$ cat config.mk
export PLATFORM = sky130hd
export DESIGN_NAME = power_channel_switch_scheduler_top
export DESIGN_NICKNAME = d
export VERILOG_FILES = /design/src/rtl/pcss_pkg.sv /design/src/rtl/power_channel_switch_scheduler_top.sv
export SDC_FILE = /design/constraint.sdc
export NUM_CORES = 1
export LEC_CHECK = 0
export BUFFER_PORTS_ARGS = -buffer_cell sky130_fd_sc_hd__buf_2
export CORE_UTILIZATION = 62
export CTS_CLUSTER_SIZE = 24
export DETAILED_ROUTE_END_ITERATION = 12
export GPL_TIMING_DRIVEN = 0
export PLACE_DENSITY = 0.79
export SLEW_MARGIN = 20
export SYNTH_ARGS = -nofsm -noshare
export SYNTH_HDL_FRONTEND = slang
export SYNTH_SLANG_ARGS = --single-unit
$ cat constraint.sdc
create_clock -name clk_i -period 6.1 [get_ports clk_i]
set_clock_uncertainty 0.15 [all_clocks]
set_input_delay 0.915 -clock clk_i [delete_from_list [all_inputs] [get_ports clk_i]]
set_output_delay 0.915 -clock clk_i [all_outputs]
set_load 0.05 [all_outputs]
$ cat src/rtl/pcss_pkg.sv
// ----------------------------------------------------------------------------
// pcss_pkg
// Shared types and codes of the power channel switch scheduler.
// ----------------------------------------------------------------------------
package pcss_pkg;

  localparam int Channels = 12;

  typedef enum logic [1:0] {
    FuncCtrl  = 2'd0,
    FuncQuery = 2'd1,
    FuncTick  = 2'd2
  } func_e;

  typedef enum logic [2:0] {
    OpOff       = 3'd0,
    OpOn        = 3'd1,
    OpToggle    = 3'd2,
    OpSchedOff  = 3'd3,
    OpSchedOn   = 3'd4,
    OpSchedClr  = 3'd5
  } op_e;

  typedef enum logic [1:0] {
    KindCtrl    = 2'd0,
    KindQuery   = 2'd1,
    KindFired   = 2'd2,
    KindUnknown = 2'd3
  } kind_e;

  typedef enum logic [1:0] {
    CfgChannelCount = 2'd0,
    CfgUpdatePeriod = 2'd1
  } cfg_reg_e;

  localparam logic [15:0] UpdatePeriodReset = 16'd10;

  typedef struct packed {
    logic [1:0]  func;
    logic [3:0]  channel;
    logic [2:0]  op;
    logic [15:0] delay;
  } req_t;

  typedef struct packed {
    logic [3:0] chan_index;
    logic       is_on;
    logic [1:0] kind;
    logic       last;
  } rsp_t;

  // One channel's state word as held in the channel memory.
  typedef struct packed {
    logic        on;
    logic        pend;
    logic        toff;
    logic        ton;
    logic [15:0] limit;
    logic [15:0] elapsed;
  } entry_t;

endpackage

$ cat src/rtl/power_channel_switch_scheduler_top.sv
// ----------------------------------------------------------------------------
// power_channel_switch_scheduler_top
// On/off switch control with delayed schedules for up to CHANNELS channels.
// ----------------------------------------------------------------------------
// Usage:
//   Request channel: drive req_i and raise start; a transaction is taken on a
//   rising edge with start high and busy low. Results come on result_o, each
//   for one cycle under result_valid_o; result_o.last marks the final one.
//   The receiver cannot stall, so every result is taken as it is shown.
//   Config channel: cfg_valid_i/cfg_ready_o with cfg_index_i and cfg_data_i,
//   always ready; write only while the block is idle.
// Sequencing (one memory read port, one entry per cycle):
//   unknown channel: result in the cycle after accept, busy never rises.
//   control: read, modify, write; result registered out of S_CTRL, busy in S_CTRL.
//   query: n = active count entries swept, one result each; busy during the
//     sweep.
//   tick: all CHANNELS entries swept to age their timers, then the S_FLUSH
//     state for the held final result; busy until S_FLUSH ends.
// Reset: all channels read as on with no schedule (per-entry valid bits),
//   channel count 0, evaluation period 10, period counter 0. No clearing pass.
// ----------------------------------------------------------------------------
module power_channel_switch_scheduler_top #(
  parameter int CHANNELS = pcss_pkg::Channels
) (
  input  logic           clk_i,
  input  logic           rst_ni,
  input  logic           start,
  output logic           busy,
  input  pcss_pkg::req_t req_i,
  output logic           result_valid_o,
  output pcss_pkg::rsp_t result_o,
  input  logic           cfg_valid_i,
  output logic           cfg_ready_o,
  input  logic [1:0]     cfg_index_i,
  input  logic [15:0]    cfg_data_i
);

  localparam int IdxW = (CHANNELS > 1) ? $clog2(CHANNELS) : 1;
  localparam int CntW = $clog2(CHANNELS + 1);
  localparam logic [IdxW-1:0] LastIdx = IdxW'(CHANNELS - 1);
  localparam pcss_pkg::entry_t ResetEntry = '{on: 1'b1, pend: 1'b0, toff: 1'b0,
                                              ton: 1'b0, limit: 16'd0,
                                              elapsed: 16'd0};

  typedef enum logic [2:0] {
    S_IDLE,
    S_CTRL,
    S_QUERY,
    S_TICK,
    S_FLUSH
  } state_e;

  state_e            state_q, state_d;
  logic [IdxW-1:0]   idx_q, idx_d;
  pcss_pkg::req_t    req_q, req_d;
  logic              eval_q, eval_d;
  logic [15:0]       pc_q, pc_d;
  logic [3:0]        count_q;
  logic [15:0]       period_q;
  logic              hold_valid_q, hold_valid_d;
  pcss_pkg::rsp_t    hold_q, hold_d;
  logic              rsp_valid_q, rsp_valid_d;
  pcss_pkg::rsp_t    rsp_q, rsp_d;
  logic [CHANNELS-1:0] vld_q;
  logic              rd_vld_q;

  // Channel memory: one read port, one write port, registered read data.
  pcss_pkg::entry_t  mem [CHANNELS];
  pcss_pkg::entry_t  rd_data_q;
  logic              rd_en, wr_en;
  logic [IdxW-1:0]   rd_addr, wr_addr;
  pcss_pkg::entry_t  wr_data;

  pcss_pkg::entry_t  cur, upd;
  logic [CntW-1:0]   n_act;
  logic [CntW-1:0]   idx_ext;
  logic              idx_last;
  logic              accept;
  logic [15:0]       pc_inc;
  logic              fire;

  assign accept      = start && (state_q == S_IDLE);
  assign busy        = (state_q != S_IDLE);
  assign cfg_ready_o = 1'b1;
  assign result_valid_o = rsp_valid_q;
  assign result_o       = rsp_q;

  // Clamp the configured count to the number of channels built.
  assign n_act = (5'(count_q) > 5'(CHANNELS)) ? CntW'(CHANNELS) : CntW'(count_q);
  assign idx_ext  = CntW'(idx_q);
  assign idx_last = (CntW'(idx_ext + CntW'(1)) == n_act);
  // Never-written entries read as the reset state.
  assign cur    = rd_vld_q ? rd_data_q : ResetEntry;
  assign pc_inc = (pc_q == 16'hFFFF) ? pc_q : pc_q + 16'd1;

  always_comb begin
    state_d      = state_q;
    idx_d        = idx_q;
    req_d        = req_q;
    eval_d       = eval_q;
    pc_d         = pc_q;
    hold_valid_d = hold_valid_q;
    hold_d       = hold_q;
    rsp_valid_d  = 1'b0;
    rsp_d        = rsp_q;
    rd_en        = 1'b0;
    rd_addr      = idx_q + IdxW'(1);
    wr_en        = 1'b0;
    wr_addr      = idx_q;
    upd          = cur;
    wr_data      = cur;
    fire         = 1'b0;

    case (state_q)
      S_IDLE: begin
        if (accept) begin
          req_d = req_i;
          case (req_i.func)
            pcss_pkg::FuncCtrl: begin
              if (5'(req_i.channel) >= 5'(n_act)) begin
                // Unknown channel: answer at once, touch nothing.
                rsp_valid_d = 1'b1;
                rsp_d = '{chan_index: req_i.channel, is_on: 1'b0,
                          kind: pcss_pkg::KindUnknown, last: 1'b1};
              end else begin
                rd_en   = 1'b1;
                rd_addr = req_i.channel[IdxW-1:0];
                state_d = S_CTRL;
              end
            end
            pcss_pkg::FuncQuery: begin
              if (n_act != '0) begin
                rd_en   = 1'b1;
                rd_addr = '0;
                idx_d   = '0;
                state_d = S_QUERY;
              end
            end
            pcss_pkg::FuncTick: begin
              eval_d       = (pc_inc >= period_q);
              pc_d         = (pc_inc >= period_q) ? 16'd0 : pc_inc;
              rd_en        = 1'b1;
              rd_addr      = '0;
              idx_d        = '0;
              hold_valid_d = 1'b0;
              state_d      = S_TICK;
            end
            default: ;
          endcase
        end
      end

      S_CTRL: begin
        case (req_q.op)
          pcss_pkg::OpOff:    upd.on = 1'b0;
          pcss_pkg::OpOn:     upd.on = 1'b1;
          pcss_pkg::OpToggle: upd.on = ~cur.on;
          pcss_pkg::OpSchedOff, pcss_pkg::OpSchedOn: begin
            upd.pend    = 1'b1;
            upd.ton     = (req_q.op == pcss_pkg::OpSchedOn);
            upd.toff    = (req_q.op == pcss_pkg::OpSchedOff);
            upd.limit   = req_q.delay;
            upd.elapsed = 16'd0;
          end
          pcss_pkg::OpSchedClr: begin
            upd.pend = 1'b0;
            upd.toff = 1'b0;
            upd.ton  = 1'b0;
          end
          default: ;
        endcase
        wr_en       = 1'b1;
        wr_addr     = req_q.channel[IdxW-1:0];
        wr_data     = upd;
        rsp_valid_d = 1'b1;
        rsp_d = '{chan_index: req_q.channel, is_on: upd.on,
                  kind: pcss_pkg::KindCtrl, last: 1'b1};
        state_d = S_IDLE;
      end

      S_QUERY: begin
        rsp_valid_d = 1'b1;
        rsp_d = '{chan_index: 4'(idx_q), is_on: cur.on,
                  kind: pcss_pkg::KindQuery, last: idx_last};
        if (idx_last) begin
          state_d = S_IDLE;
        end else begin
          rd_en = 1'b1;
          idx_d = idx_q + IdxW'(1);
        end
      end

      S_TICK: begin
        // Age every timer; fire only on an evaluation tick within the count.
        upd.elapsed = (cur.elapsed == 16'hFFFF) ? cur.elapsed : cur.elapsed + 16'd1;
        fire = eval_q && (idx_ext < n_act) && cur.pend && (upd.elapsed >= cur.limit);
        if (fire) begin
          if (cur.toff) begin
            upd.on = 1'b0;
          end else if (cur.ton) begin
            upd.on = 1'b1;
          end
          upd.pend = 1'b0;
          upd.toff = 1'b0;
          upd.ton  = 1'b0;
          // Release the previous fired result; it is not the final one.
          if (hold_valid_q) begin
            rsp_valid_d = 1'b1;
            rsp_d       = hold_q;
          end
          hold_valid_d = 1'b1;
          hold_d = '{chan_index: 4'(idx_q), is_on: upd.on,
                     kind: pcss_pkg::KindFired, last: 1'b0};
        end
        wr_en   = 1'b1;
        wr_data = upd;
        if (idx_q == LastIdx) begin
          state_d = S_FLUSH;
        end else begin
          rd_en = 1'b1;
          idx_d = idx_q + IdxW'(1);
        end
      end

      S_FLUSH: begin
        if (hold_valid_q) begin
          rsp_valid_d = 1'b1;
          rsp_d       = hold_q;
          rsp_d.last  = 1'b1;
        end
        hold_valid_d = 1'b0;
        state_d      = S_IDLE;
      end

      default: state_d = S_IDLE;
    endcase
  end

  always_ff @(posedge clk_i or negedge rst_ni) begin
    if (!rst_ni) begin
      state_q      <= S_IDLE;
      idx_q        <= '0;
      req_q        <= '0;
      eval_q       <= 1'b0;
      pc_q         <= 16'd0;
      count_q      <= 4'd0;
      period_q     <= pcss_pkg::UpdatePeriodReset;
      hold_valid_q <= 1'b0;
      hold_q       <= '0;
      rsp_valid_q  <= 1'b0;
      rsp_q        <= '0;
      vld_q        <= '0;
      rd_vld_q     <= 1'b0;
    end else begin
      state_q      <= state_d;
      idx_q        <= idx_d;
      req_q        <= req_d;
      eval_q       <= eval_d;
      pc_q         <= pc_d;
      hold_valid_q <= hold_valid_d;
      hold_q       <= hold_d;
      rsp_valid_q  <= rsp_valid_d;
      rsp_q        <= rsp_d;
      if (rd_en) begin
        rd_vld_q <= vld_q[rd_addr];
      end
      if (wr_en) begin
        vld_q[wr_addr] <= 1'b1;
      end
      if (cfg_valid_i) begin
        case (cfg_index_i)
          pcss_pkg::CfgChannelCount: count_q  <= cfg_data_i[3:0];
          pcss_pkg::CfgUpdatePeriod: period_q <= cfg_data_i;
          default: ;
        endcase
      end
    end
  end

  always_ff @(posedge clk_i) begin
    if (wr_en) begin
      mem[wr_addr] <= wr_data;
    end
    if (rd_en) begin
      rd_data_q <= mem[rd_addr];
    end
  end

endmodule

# Word-level counts from Yosys, hierarchy flattened
# Memories as Yosys holds them, arrays and structs flattened. A register that Yosys moved wholly into a read port is not among the register bits.
# Cells that the tools add are included.
totals:
  register_bits: 96
  mem_bits_rw: 432
  input_bits: 47
  output_inout_bits: 11
  wordCells: 153
  mem_count: 1
op_classes:
  add_sub_neg: 3
  n_lt_le_gt_ge: 8
  n_eq_ne: 31
  n_mux: 62
  bitwise_logic: 2
  n_reduce_logical: 26
mem_list:
  columns: ["name", "depth", "width", "rd", "rd_clocked_by_memory_dff", "wr", "line_no", "rtl"]
  rows:
  - ["mem", 12, 36, 1, 1, 1, "power_channel_switch_scheduler_top.sv:68", "pcss_pkg::entry_t mem [CHANNELS];"]
ops:
  columns: ["cell", "n"]
  rows:
  - ["$pmux 36 s2", 1]
  - ["$mux 16", 3]
  - ["$mux 8", 6]
  - ["$mux 4", 11]
  - ["$pmux 8 s5", 1]
  - ["$mux 36", 1]
  - ["$add 16x1->16 const B", 2]
  - ["$eq 16x16->1 const B", 2]
  - ["$ge 16x16->1", 2]
  - ["$mux 32", 1]
  - ["$pmux 4 s3", 2]
  - ["$mux 1", 20]
  - ["$pmux 3 s3", 2]
  - ["$ne 2x2->1 const B", 8]
  - ["$mux 3", 5]
  - ["$eq 3x2->1 const B", 4]
  - ["$or 12x12->12", 1]
  - ["$pmux 1 s3", 4]
  - ["$reduce_and 6->1", 2]
  - ["$lt 4x5->1 const B", 2]
  - ["$eq 3x3->1 const B", 3]
  - ["$reduce_bool 3->1", 3]
  - ["$pmux 4 s2", 1]
  - ["$reduce_and 2->1", 4]
  - ["other kinds (28)", 41]

# Logic depth before layout (Yosys ltp)
logic_depth:
  depth_word: 9
  depth_mapped: 22
  ltp_nobuf: 19

# Worst setup path after synthesis
# OpenSTA, ideal clock, no wires.
synth_timing:
  path_type: "reg2reg"
  startpoint: "register rd_vld_q"
  endpoint: "memory mem[0][32] (netlist name) (data pin)"
  setup_time_ps: 299
  t_arrival_ps: 4209
  required_time_ps: 5651
  path_slack_ps: 1441
  stages_incl_launch_ff: 21
  path_buffers: 2
  period_less_slack_ps: 4659
  path_cell_list: "dfrtp_1 -> clkbuf_1 -> nand2_1 -> inv_1 -> ha_1 -> nand2_1 -> nor4_1 -> nand2_1 -> nand4_1 -> or2_2 -> xnor2_1 -> and2_1 -> ha_1 -> a21o_1 -> a21o_1 -> a211oi_1 -> o21ai_0 -> o211a_1 -> clkbuf_1 -> o21a_1 -> o21ai_0"
synth_lines:
  columns: ["element", "line_no", "rtl"]
  rows:
  - ["start: declaration", "power_channel_switch_scheduler_top.sv:65", "logic rd_vld_q;"]
  - ["start signal: assignment", "power_channel_switch_scheduler_top.sv:265", "rd_vld_q <= vld_q[rd_addr];"]
  - ["end: declaration", "power_channel_switch_scheduler_top.sv:68", null]

==> impl_metrics.json <==
{
  "path_clk_slew_ns": 0.06,
  "final_nets": 2087,
  "start_kind": "flop",
  "rr_startpoint": "rd_vld_q$_DFFE_PN0P_",
  "critical_path_required_ns": 6.31,
  "worstSetupPathType": "flop to flop",
  "grt_usage_pct": 31.7,
  "synthesis.area_mm2": 0.0245,
  "ys_warn_count": 0,
  "nFillCells": 2455,
  "ios": 58,
  "htreeDepth": 2,
  "vias_per_cell": 6.49,
  "powerDensity_mw_per_mm2": 539,
  "grt_start_max_net_pins": 54,
  "hpwl_um": 42400,
  "max-slew-margin-rel_pct": 24.3,
  "fp-row-count": 72,
  "place_inst": 2450,
  "drive_above_1_share_pct": 14.6,
  "r2r_end": "mem[7][35]$_DFFE_PP_",
  "routed_wirelength_um": 63300,
  "ys.flop_type": "edfxtp_1",
  "die_h_um": 201,
  "cts_made_buffers": 56,
  "drtPass1Iterations": 8,
  "synthCells": 1856,
  "r2r_slack_ns": 0.18,
  "design.die.area_mm2": 0.0404,
  "grt_setup_unrepaired": "no",
  "end_kind": "flop",
  "gp_congestion": 0.937,
  "routed-via-count": 16585,
  "grt_pass1_wl_um": 95500,
  "cpMaxStageDelayCell": "dfrtp_1",
  "drv_slew": 0,
  "clk_path_buf_depth": 3,
  "worstSkewPairLatency_ns": 0.63,
  "dp_slack_ns": -0.239,
  "hold_class": "primary input to async pin",
  "start_util_pct": 63.2,
  "reg2reg_depth": 21,
  "ant_nets": 0,
  "power_mw": 15.1,
  "status": "complete, no violations",
  "tns_ns": 0,
  "cp_cell_sequence": "clkbuf_2 > nand2_1 > inv_1 > ha_1 > nand2_1 > nor4_1 > nor4_1 > and3_1 > and3_1 > and3_1 > xor2_1 > and2_1 > ha_1 > nand4_1 > nor2_1 > o2111ai_1 > a21oi_1 > o211a_1 > clkbuf_1 > nand2_1 > o221ai_4",
  "ys_seq_area_share_pct": 67.1,
  "layout_commonest_cell": "edfxtp_1",
  "grt-ovfl-total": 0,
  "tightest_slew_ns": 1.12,
  "synth_edf_count": 468,
  "diodes": 0,
  "cp_max_fo": 12,
  "synth.avg_cell_area_um2": 13.2,
  "min_period_ns": 5.92,
  "hold_viol": 0,
  "ys_seq_elements": 564,
  "grt_pass1_vias": 16506,
  "critPathTopFamily": "simple AND/OR/NAND/NOR gates",
  "cts_root_buf": "clkbuf_16",
  "maxCapViolCount": 0,
  "cts_setup_buffers": 0,
  "yosys.area.top_type": "edfxtp_1",
  "synth_nets": 1951,
  "stdcell_count": 2556,
  "clock-sinks": 564,
  "drtIter0Drc": 1776,
  "die_w_um": 201,
  "synthTopCellsByArea": "edfxtp_1, dfrtp_1, nand2_1, mux2i_1, a32oi_1",
  "cp.arrival_ns": 6.12,
  "mostFrequentLayoutCells": "edfxtp_1, nand2_1, mux2i_1",
  "final_util_pct": 72.0,
  "vdd_drop_max_mv": 0.356,
  "fmax_mhz": 169,
  "wl_per_cell_um": 24.8,
  "ys_async_sr_fraction_pct": 17.0,
  "p_leak_nw": 10.5,
  "timing.critical_path.buf_inv": 3,
  "synth_top_area_share_pct": 57.3,
  "core-area_mm2": 0.0388,
  "antenna_found_initial": 0,
  "syn_to_final_growth_pct": 13.9,
  "slowest_delay_ns": 0.49,
  "route.detailed.drc": 0,
  "setup_viol": 0,
  "port_buffers": 56,
  "synth.distinct_cells": 70,
  "setup_slack_ns": 0.182,
  "fin_crit_sh_pct": 97.0,
  "tritoncts": "built"
}
[kinds of logic after synthesis]
family | after synthesis | synth area share [%]
AND/OR/NAND/NOR | 627 | 11.4
flip-flops | 564 | 67.1
AO/OA/AOI/OAI | 310 | 9.26
buffers and inverters | 143 | 2.91
multiplexers | 140 | 6.06
adder cells (fa/ha/maj) | 48 | 2.45
XOR/XNOR | 23 | 0.877
other | 1 | 0.0153
[layout make-up]
cell class	instances	area [µm²]	share of cell area, %
plain buffers	97	543	1.94
clock buffers	79	1570	5.60
clock inverters	25	284	1.02
inverters	46	173	0.617
multi-input cells	1149	7500	26.8
flip-flops and latches	564	16500	58.8
well taps	518	648	2.32
repair buffers	78	800	2.86
[synth_stat cells, types with 16 or more instances]
| master | number |
|---|---|
| edfxtp_1 | 468 |
| nand2_1 | 392 |
| mux2i_1 | 108 |
| a32oi_1 | 94 |
| dfrtp_1 | 94 |
| a21oi_1 | 53 |
| nor2_1 | 53 |
| o21ai_0 | 51 |
| ha_1 | 48 |
| inv_1 | 46 |
| and3_1 | 43 |
| clkbuf_1 | 41 |
| nand3_1 | 31 |
| buf_2 | 28 |
| mux2_2 | 28 |
| a21o_1 | 19 |
| buf_4 | 16 |
| or2_2 | 16 |
[report_power, final]
part / internal (mW) / switching [mW]
Combinational: 1.86 / 4.01
Sequential: 5.45 / 0.296
Clock: 2.00 / 1.45
[sequential cells by signal (all words and copies together) (netlist names)]
register and count:
mem 432, count_q 4, req_q 23, rd_vld_q 1, hold_valid_q 1, result_valid_o 1, period_q 16, hold_q 6
rd_data_q 36, eval_q 1, result_o 8, pc_q 16, state_q 3, vld_q 12, idx_ext 4
[what timing repair did]
item,in CTS,in global routing
setup endpoints to repair,36,58
resized for setup,3,5
endpoints found under the hold margin,0,0
hold buffers,0,0
[per-layer routing]
metal / track usage [%] / vias to the layer above / wire [µm]
met4: 15.7 / 0 / 2800
met3: 5.70 / 211 / 6020
li1: - / 7226 / -
met5: 0 / - / 0
met1: 41.6 / 8114 / 24300
met2: 51.1 / 1034 / 30300
[worst max-delay path by stage]
| stage | slack (ns) | from | endpoint | cells past startpoint |
|---|---|---|---|---|
| after floorplan | 1.44 | rd_vld_q$_DFFE_PN0P_ | mem[0][32]$_DFFE_PP_ | 20 |
| after global placement | -0.08 | rd_vld_q$_DFFE_PN0P_ | mem[2][35]$_DFFE_PP_ | 20 |
| after detailed placement | -0.24 | rd_vld_q$_DFFE_PN0P_ | mem[8][35]$_DFFE_PP_ | 20 |
| after CTS | 0.08 | rd_vld_q$_DFFE_PN0P_ | mem[2][35]$_DFFE_PP_ | 20 |
| after global routing | 0.12 | rd_vld_q$_DFFE_PN0P_ | mem[11][35]$_DFFE_PP_ | 20 |
| final | 0.18 | rd_vld_q$_DFFE_PN0P_ | mem[7][35]$_DFFE_PP_ | 21 |
[per-stage QoR]
| step | hold slack (ns) | cell area (µm²) |
|---|---|---|
| after detailed placement | 0.302 | 26100 |
| after floorplan | 0.280 | 24500 |
| after global placement | 0.293 | 25500 |
| after global routing | 0.108 | 28000 |
| after CTS | 0.0870 | 27900 |
| final | 0.0871 | 28000 |
Power figures use the tool's default switching activity.
